<file path="src/rtl/tpt_pkg.sv">
package tpt_pkg;

   localparam int MAX_POINTS_DEFAULT = 1024;
   localparam logic [31:0] MIN_STEP = 32'd655;
   localparam logic [31:0] ONE_Q16 = 32'h0001_0000;

   typedef enum logic [1:0] {
      ACT_GENERATE   = 2'd0,
      ACT_QUERY_TIME = 2'd1,
      ACT_QUERY_DIST = 2'd2,
      ACT_NONE       = 2'd3
   } action_type;

   typedef enum logic [1:0] {
      ST_OK    = 2'd0,
      ST_EMPTY = 2'd1,
      ST_FULL  = 2'd2,
      ST_SHORT = 2'd3
   } status_type;

   typedef enum logic [1:0] {
      CSR_MAX_VEL   = 2'd0,
      CSR_MAX_ACC   = 2'd1,
      CSR_MAX_DEC   = 2'd2,
      CSR_STEP      = 2'd3
   } csr_index_type;

   // command to the shared divide / square root unit
   typedef struct packed {
      logic start;
      logic root;
   } ds_cmd_type;

endpackage

</file>
<file path="src/rtl/tpt_divsqrt.sv">
// Shared bit-serial unit: 64/33 restoring divide or
// 64-bit integer square root, one subtractor for both.
module tpt_divsqrt (
   input  logic                clock,
   input  logic                reset,
   input  tpt_pkg::ds_cmd_type cmd,
   input  logic [63:0]         operand_a,
   input  logic [32:0]         operand_b,
   output logic                done,
   output logic [63:0]         result
);
   import tpt_pkg::*;

   logic        busy_ff, busy_in;
   logic        root_ff, root_in;
   logic [6:0]  cnt_ff, cnt_in;
   logic [63:0] num_ff, num_in;
   logic [32:0] den_ff, den_in;
   logic [32:0] rem_ff, rem_in;
   logic [63:0] quo_ff, quo_in;
   logic        done_ff, done_in;
   logic [35:0] trial_a, trial_b, diff;
   logic        ge;

   always_comb begin
      if (root_ff) begin
         trial_a = {1'b0, rem_ff, num_ff[63:62]};
         trial_b = {2'b0, quo_ff[31:0], 2'b01};
      end else begin
         trial_a = {2'b0, rem_ff, num_ff[63]};
         trial_b = {3'b0, den_ff};
      end
      diff = trial_a - trial_b;
      ge   = ~diff[35];
   end

   always_comb begin
      busy_in = busy_ff;
      root_in = root_ff;
      cnt_in  = cnt_ff;
      num_in  = num_ff;
      den_in  = den_ff;
      rem_in  = rem_ff;
      quo_in  = quo_ff;
      done_in = 1'b0;
      if (cmd.start) begin
         busy_in = 1'b1;
         root_in = cmd.root;
         cnt_in  = cmd.root ? 7'd31 : 7'd63;
         num_in  = operand_a;
         den_in  = operand_b;
         rem_in  = '0;
         quo_in  = '0;
      end else if (busy_ff) begin
         rem_in = ge ? diff[32:0] : trial_a[32:0];
         quo_in = {quo_ff[62:0], ge};
         num_in = root_ff ? {num_ff[61:0], 2'b00} : {num_ff[62:0], 1'b0};
         cnt_in = cnt_ff - 7'd1;
         if (cnt_ff == 7'd0) begin
            busy_in = 1'b0;
            done_in = 1'b1;
         end
      end
   end

   always_ff @(posedge clock) begin
      if (reset) begin
         busy_ff <= 1'b0;
         done_ff <= 1'b0;
         root_ff <= 1'b0;
         cnt_ff  <= '0;
      end else begin
         busy_ff <= busy_in;
         done_ff <= done_in;
         root_ff <= root_in;
         cnt_ff  <= cnt_in;
      end
      num_ff <= num_in;
      den_ff <= den_in;
      rem_ff <= rem_in;
      quo_ff <= quo_in;
   end

   assign done   = done_ff;
   assign result = quo_ff;
endmodule

</file>
<file path="config.mk">
export PLATFORM = sky130hd
export DESIGN_NAME = tpt_divsqrt
export DESIGN_NICKNAME = d
export VERILOG_FILES = /design/src/rtl/tpt_pkg.sv /design/src/rtl/tpt_divsqrt.sv
export SDC_FILE = /design/constraint.sdc
export NUM_CORES = 1
export LEC_CHECK = 0
export BUFFER_PORTS_ARGS = -buffer_cell sky130_fd_sc_hd__buf_4
export CAP_MARGIN = 20
export CORE_ASPECT_RATIO = 1.25
export CORE_UTILIZATION = 57
export CTS_CLUSTER_SIZE = 12
export DETAILED_ROUTE_END_ITERATION = 16
export PLACE_DENSITY = 0.91
export SYNTH_ARGS = -nofsm -noshare
export SYNTH_HDL_FRONTEND = slang
export SYNTH_SLANG_ARGS = --single-unit
</file>
<file path="constraint.sdc">
create_clock -name clock -period 5.3 [get_ports clock]
set_clock_uncertainty 0.15 [all_clocks]
set_input_delay 0.53 -clock clock [delete_from_list [all_inputs] [get_ports clock]]
set_output_delay 0.53 -clock clock [all_outputs]
set_load 0.05 [all_outputs]
</file>
# After elaboration in Yosys (flattened, before gate mapping)
# Cells that the tools add are included.
[totals] regBits=204 in_bits=101 out_inout_bits=65 wordCells=28
[op_classes] addsub=2 mux=13 bitwise_logic=2 n_reduce_logical=3
[op_table] op="64-bit two-way mux" count=3
[op_table] op="36-bit subtractor" count=1
[op_table] op="35-bit two-way mux" count=1
[op_table] op="34-bit two-way mux" count=1
[op_table] op="33-bit two-way mux" count=1
[op_table] op="7-bit two-way mux" count=2
[op_table] op="7-bit logical NOT" count=1
[op_table] op="7-bit by 1-bit subtractor with 7-bit output, second input constant" count=1
[op_table] op="6-bit two-way mux" count=1
[op_table] op="1-bit two-way mux" count=4
[op_table] op="3-bit OR reduction" count=1
[op_table] op="1-bit NOT" count=2
[op_table] op="2-bit nonzero test" count=1

# Depth between registers and ports, before layout
# Gate-level depths: netlist of the first run.
[depth] depth_word=4 depth_mapped=17

# Worst setup path before layout of the first run
# No wires, ideal clock.
[synth_path] kind="register to register" from="register root_ff" to="register rem_ff[32]" arrival_time_ns=4.016 t_required_ns=5.030 path_slack_ns=1.015 path_stages_with_launch=17 synth_period_minus_slack_ns=4.285 path_cell_list="dfxtp_1 clkbuf_1 clkbuf_1 buf_1 clkbuf_1 mux2i_1 ha_1 a21o_1 a21o_1 a21oi_1 o21ai_0 a221oi_1 o31ai_4 buf_6 nand3_1 mux2i_1 a211o_1"
[synth_via] elab_chain_cells=3 elab_cells_between_ends=4 classes_between="1 x add/sub; 3 x mux"
[synth_rtl] element="from (decl)" line_no="tpt_divsqrt.sv:15" text="logic root_ff, root_in;"
[synth_rtl] element="from (signal assigned)" line_no="tpt_divsqrt.sv:75" text="root_ff <= root_in;"
[synth_rtl] element="35-bit two-way mux or 34-bit two-way mux (tied branches)" line_no="tpt_divsqrt.sv:26" text="if (root_ff) begin"
[synth_rtl] element="36-bit subtractor" line_no="tpt_divsqrt.sv:33" text="diff = trial_a - trial_b;"
[synth_rtl] element="33-bit two-way mux *" line_no="tpt_divsqrt.sv:55" text="rem_in = ge ? diff[32:0] : trial_a[32:0];"
[synth_rtl] element="to (signal assigned)" line_no="tpt_divsqrt.sv:80" text="rem_ff <= rem_in;"
[synth_rtl] element="to (decl)" line_no="tpt_divsqrt.sv:19" text="logic [32:0] rem_ff, rem_in;"
# Every way passes the cells marked *; elsewhere a longest branch is shown, timed or not.
# A chain may end at the register's enable or synchronous reset.

# Final worst setup path of the first run
[layout_path] from="register root_ff" to="register rem_ff[7]"
# Same word-level chain as after synthesis.

==> results of run 1 <==
per-layer routing:
metal	track usage, %	share of wire, %
met5	0	0
met4	7.631	2.3
met3	3.955	5.2
met2	39.46	49
met1	28.79	43
registers in the layout (all words and copies together) (netlist names):
register	count
rem_ff	33
result	64
done	1
busy_ff	1
num_ff	64
cnt_ff	7
den_ff	33
root_ff	1
area by class of cell:
cell class                      instances  area [um^2]  share of cell area (%)
Timing Repair Buffer                  173         1315                   10.33
Inverter                               13        48.80                  0.3835
Multi-Input combinational cell        762         5303                   41.67
Clock inverter                          4        46.29                  0.3638
Clock buffer                           36        664.4                   5.221
Tap cell                              228        285.3                   2.242
Sequential cell                       204         5062                   39.78
layout by cell type, fill, tap and decap left out, types with 5 or more instances in the layout:
cell	n
clkbuf_1	9
a21o_1	14
mux2_2	32
xor2_1	11
nand2_1	111
mux2i_1	168
edfxtp_1	97
nor2b_1	5
o21a_1	5
ha_1	36
inv_1	12
o21ai_0	94
a21oi_1	32
nand3_1	12
a211oi_1	22
nor3_1	10
xnor2_1	21
buf_4	171
dfxtp_1	105
clkbuf_16	23
nand2b_1	6
nor2_1	116
o21ai_1	11
stage by stage:
| stage | std cells | hold WS (ns) | setup slack [ns] | total power [mW] |
|---|---|---|---|---|
| floorplan | 1044 | 0.2874 | 1.015 | 2.572 |
| global placement | 1380 | 0.3052 | 1.204 | 2.754 |
| detailed placement | 1380 | 0.3166 | 1.073 | 2.784 |
| CTS | 1420 | 0.03065 | 1.033 | 4.285 |
| global route | 1420 | 0.02807 | 0.7251 | 4.459 |
| finish | 1420 | 0.04603 | 0.9728 | 4.263 |
critical path: cells and delay by family (launching register included):
family,cells,cell delay (ns)
buf+inv,2,0.91
simple gates,4,0.90
flops,1,0.71
compound gates,4,0.65
fa+ha+maj,1,0.41
mux,1,0.39
power breakdown:
group          switching [mW]  total, mW  internal [mW]  leakage, nW
registers              0.0821       1.86           1.78         1.85
logic                   0.504      0.908          0.404         3.01
clock network           0.590       1.49          0.902        0.344
total                    1.18       4.26           3.09         5.21
worst max path at each step:
stage / endpoint / depth (start not counted)
global placement: rem_ff[30] / 13
CTS: rem_ff[32] / 13
floorplan: rem_ff[32] / 16
global route: rem_ff[13] / 11
finish: rem_ff[7] / 12
detailed placement: rem_ff[24] / 12
logic make-up (layout without fill, tap and decap cells):
| group | after synthesis | in the layout |
|---|---|---|
| simple gates | 275 | 275 |
| compound gates | 218 | 218 |
| flops | 204 | 204 |
| mux | 200 | 200 |
| buf+inv | 78 | 226 |
| fa+ha+maj | 37 | 37 |
| xor+xnor | 32 | 32 |
==> results.py, run 1 <==
metrics = {
    "status": {
        "status": "finished, final reports clean",
    },
    "timing": {
        "max_slew_margin_pct": 42.82,
        "hold_viol": 0,
        "rsz0062_at_grt": "no",
        "fmax_mhz": 231.1,
        "finalSetupViolations": 0,
        "timing.setup.tns_ns": 0,
        "worst_pin_slew_ns": 0.8546,
        "slew_viol_final": 0,
        "min_period_ns": 4.327,
        "period_share_pct": 81.65,
    },
    "placement": {
        "place_area_mm2": 0.01201,
        "finalWeightedCongestion": 0.9433,
        "port_buffers": 165,
        "dp_hpwl_um": 15290,
    },
    "critical_path": {
        "max_stage_delay_ns": 0.71,
        "r2r_cells": 12,
        "worstPathCellList": "buf_4 -> mux2_2 -> ha_1 -> and3_1 -> nand4_1 -> nor3_1 -> a21oi_4 -> o31ai_4 -> buf_4 -> nand2_1 -> o21ai_1 -> a211oi_1",
        "cp-end-kind": "flip-flop",
        "r2r-start": "root_ff",
        "cp_slowest_cell": "dfxtp_4",
        "path_max_fanout": 60,
        "crit_required_ns": 5.49,
        "r2r_slack_ns": 0.97,
        "setup.worst_path.class": "reg2reg",
        "startpoint": "root_ff",
        "rr_endpoint": "rem_ff[7]",
        "arrival_ns": 4.52,
        "startpoint_type": "flip-flop",
        "crit_top_cell": "buf_4",
    },
    "logic_synthesis": {
        "synthSimpleGateAreaFrac_pct": 10.57,
        "syn-num-nets": 1182,
        "ys_dominant_reg_cell": "dfxtp_1",
        "syn-cell-area_mm2": 0.01068,
        "synthTopCellsByCount": "mux2i_1, nor2_1, nand2_1",
        "synthTopCellsByArea": "edfxtp_1, dfxtp_1, mux2i_1",
        "synth_top_family_by_area": "multiplexers",
        "synth_xor_area_share_pct": 2.625,
        "synth_seq_cells": 204,
        "synthMuxAreaShare_pct": 19.13,
        "ys_types": 57,
        "yosys_warnings": 0,
        "async_reset_ff_share_pct": 0,
        "synth_edf_count": 97,
        "synthDominantCellAreaShare_pct": 27.29,
        "synth_top_area_cell": "edfxtp_1",
        "synth_compound_area_share_pct": 12.94,
        "avgSynthCellArea_um2": 10.23,
        "synth.most_common_cell": "mux2i_1",
        "synth_fa_ha_area_share_pct": 4.407,
        "synthCells": 1044,
        "yosysSeqAreaShare_pct": 47.35,
    },
    "power": {
        "peakVddDrop_v": 0.0002503,
        "p_leak_nw": 5.206,
        "powerDensity_mw_per_mm2": 335.1,
    },
    "global_route": {
        "grt_pass1_wl_um": 36960,
        "grt_pass1_vias": 7828,
        "grt_max_degree": 188,
        "grt_use_total_pct": 22.79,
        "antenna_found_initial": 0,
        "grt.overflow.total": 0,
    },
    "layout": {
        "nets": 1314,
        "n_fill_cell": 1292,
        "drive_above_1_share_pct": 20.81,
        "design_area_mm2": 0.01272,
        "area_delta_synth_final_pct": 19.20,
        "antenna_cells": 0,
        "utilization_pct": 69.78,
    },
    "floorplan": {
        "die_y_um": 155.0,
        "start_util_pct": 58.54,
        "fp-row-count": 55,
        "ios": 166,
        "die_w_um": 124.4,
        "coreArea_mm2": 0.01824,
        "die-area_mm2": 0.01928,
    },
    "clocking": {
        "clk-insertion-delay-late_ns": 0.51,
        "htreeDepth": 1,
        "cts-root-buf": "clkbuf_16",
        "clkSlewWorstSetupHoldPaths_ns": 0.06,
        "cts_sinks": 204,
        "ctsResizeCount": 0,
        "cts_setup_buffers": 0,
        "clk_path_buf_depth": 3,
        "cts_buffers": 22,
        "hold_buffers": 0,
        "cts_tree": "built",
    },
    "routing": {
        "antenna_left": 0,
        "drtIter0Drc": 618,
        "vias_per_cell": 5.721,
        "vias": 8124,
        "dr.pass1.iters": 5,
        "wl_per_cell_um": 15.98,
        "wirelength_um": 22690,
        "drt_drc_violations_left": 0,
    },
    "min_path": {
        "hold_class": "in2reg",
        "hold_depth": 1,
        "worstHoldStart": "operand_b[22]",
        "hold_path_end": "den_ff[22]",
    },
    "job": {
        "cap_violations": 0,
    },
}
Power figures use the tool's default switching activity.
==> run 2, diff against run 1 <==
ABC_AREA = 1   (was unset)
CORE_UTILIZATION = 58   (was 57)
PLACE_DENSITY = 0.92   (was 0.91)
clock period = 4.25 ns   (was 5.3 ns; I/O delays follow)
==> run 2 against run 1 <==
Routed wire length up 52%. Global-route usage up 10 points. Hold slack better by 0.012 ns. Sequential share of layout area down 3.3 points. Die area up 6.2%. Combinational power up 50%. Register-to-register slack worse by 0.12 ns. Cell count up 40%.
==> results.py, run 2 <==
metrics = {
    "status": {
        "status": "finished, final reports clean",
    },
    "logic_synthesis": {
        "syn-num-nets": 1670,
        "synth_edf_count": 97,
        "synth_seq_cells": 204,
        "synthDominantCellAreaShare_pct": 25.22,
        "ys_types": 38,
        "ys_dominant_reg_cell": "dfxtp_1",
        "syn-cell-area_mm2": 0.01155,
        "avgSynthCellArea_um2": 7.539,
        "yosys_warnings": 0,
        "synth.most_common_cell": "nand2_1",
        "synthTopCellsByArea": "edfxtp_1, dfxtp_1, nand2_1",
        "async_reset_ff_share_pct": 0,
        "synthTopCellsByCount": "nand2_1, inv_1, dfxtp_1",
        "yosysSeqAreaShare_pct": 43.77,
        "synthCells": 1532,
        "synth_top_area_cell": "edfxtp_1",
    },
    "layout": {
        "antenna_cells": 0,
        "final_cells": 1983,
        "utilization_pct": 71.14,
        "area_delta_synth_final_pct": 19.92,
        "final_cell_mix": "nand2_1, inv_1, buf_4",
        "design_area_mm2": 0.01385,
        "drive_above_1_share_pct": 15.25,
        "n_fill_cell": 1334,
        "final_common_cell": "nand2_1",
        "nets": 1842,
    },
    "clocking": {
        "clkSlewWorstSetupHoldPaths_ns": 0.06,
        "cts_sinks": 204,
        "cts-root-buf": "clkbuf_16",
        "cts_buffers": 21,
        "ctsResizeCount": 0,
        "htreeDepth": 1,
        "clk_path_buf_depth": 3,
        "cts_tree": "built",
        "clk-insertion-delay-late_ns": 0.50,
    },
    "timing": {
        "holdWs_ns": 0.05810,
        "max_slew_margin_pct": 27.78,
        "timing.setup.tns_ns": 0,
        "setup_ws_ns": 0.8546,
        "min_period_ns": 3.395,
        "slew_viol_final": 0,
        "period_share_pct": 79.89,
        "worst_pin_slew_ns": 1.082,
        "fmax_mhz": 294.5,
        "rsz0062_at_grt": "no",
        "finalSetupViolations": 0,
        "hold_viol": 0,
    },
    "routing": {
        "antenna_left": 0,
        "wirelength_um": 34390,
        "dr.pass1.iters": 8,
        "wl_per_cell_um": 17.34,
        "vias_per_cell": 5.637,
        "drtIter0Drc": 1009,
        "drt_drc_violations_left": 0,
        "vias": 11178,
    },
    "power": {
        "powerDensity_mw_per_mm2": 384.8,
        "p_leak_nw": 6.696,
        "peakVddDrop_v": 0.0003164,
        "power.total_mw": 5.330,
    },
    "placement": {
        "finalWeightedCongestion": 0.9970,
        "pre_cts_slack_ns": 0.9746,
        "port_buffers": 165,
        "dp_hpwl_um": 23000,
        "dp.cells": 1910,
        "place_area_mm2": 0.01286,
    },
    "global_route": {
        "grt.overflow.total": 0,
        "grt_pass1_vias": 10899,
        "grt_pass1_wl_um": 53760,
        "met2_usage_pct": 58.48,
        "grt_max_degree": 90,
        "antenna_found_initial": 0,
        "grt_busiest_layer": "met2",
        "gr-usage-met3_pct": 5.461,
        "grt_use_total_pct": 33.03,
        "grt_use_met1_pct": 38.88,
    },
    "floorplan": {
        "die-area_mm2": 0.02048,
        "coreArea_mm2": 0.01947,
        "ios": 166,
        "die_w_um": 128.2,
        "fp-row-count": 57,
        "start_util_pct": 59.32,
        "die_y_um": 159.8,
    },
    "min_path": {
        "hold_class": "in2reg",
    },
    "critical_path": {
        "crit_required_ns": 4.54,
        "startpoint_type": "flip-flop",
        "cp-end-kind": "flip-flop",
        "arrival_ns": 3.68,
        "path_max_fanout": 73,
        "setup.worst_path.class": "reg2reg",
    },
    "job": {
        "cap_violations": 0,
    },
}
## run 2: changes by cell type in the layout (fill, tap and decap cells not counted), moves of 21 or more
cell           before  now
o22ai_1             2   62
inv_1              12  283
nand2_1           111  519
nand3_2             0   21
mux2i_1           168    0
dlygate4sd3_1       0   34
nor2_1            116   44
xnor2_1            21    0
nand3_1            12   52
o221ai_1            1   62
mux2_2             32    0
a211oi_1           22    0
## run 2: kinds of logic (layout without fill, tap and decap cells)
kind of cell	Yosys count	in the layout	synth area share, %
and+or+nand+nor	691	691	25.59
AOI/OAI and AO/OA	234	234	13.02
xor gates and xnor gates	15	15	1.138
buffers and inverters	351	537	12.41
adders and majority gates	37	37	4.073
DFF	204	204	43.77
## run 2: area by class of cell
cell class | instances | area [um^2] | share of cell area, %
Clock inverter | 2 | 17.52 | 0.1265
Inverter | 289 | 1087 | 7.850
Sequential cell | 204 | 5056 | 36.50
Clock buffer | 35 | 588.1 | 4.246
Multi-Input combinational cell | 977 | 5076 | 36.65
Tap cell | 265 | 331.6 | 2.394
Timing Repair Buffer | 211 | 1694 | 12.23
## run 2: report_power, final
group	switching [mW]	internal, mW	leakage (nW)
Combinational	0.898	0.463	4.56
Clock	0.736	0.945	0.290
Sequential	0.0639	2.22	1.85
Total	1.70	3.63	6.70
## run 2: worst paths after layout
kind                startpoint    endpoint  slack (ns)  depth (start not counted)
setup / recovery       root_ff  rem_ff[26]        0.85                         15
hold reg to reg     rem_ff[27]  rem_ff[27]        0.31                          2
hold / removal    operand_a[0]   num_ff[0]        0.06                          3
setup reg to reg       root_ff  rem_ff[26]        0.85                         15
## run 2: timing repair
action | in CTS | in global routing
hold endpoints to repair | 36 | 0
hold buffers | 34 | 0
buffers inserted | 0 | 0
## run 2: critical path, cell delays in order (launching register included)
cell and delay (ns):
dfxtp_2 0.35, buf_4 0.51, o21ai_0 0.30, ha_1 0.44, nand2_1 0.15, nor2_4 0.14, nand2_2 0.09, nor2_2 0.12
nand2_2 0.07, nand3_2 0.11, nand2_4 0.06, nand2_4 0.30, nand2_1 0.28, nand2_1 0.12, nand2_1 0.06, nand2_1 0.06
## run 2: metal layers
layer / vias to the layer above / routed length (um) / part of all wire [%]
li1: 5296 / - / -
met1: 5139 / 12950 / 38
met4: 0 / 1489 / 4.3
met2: 619 / 17090 / 50
met5: - / 0 / 0
met3: 124 / 2858 / 8.3
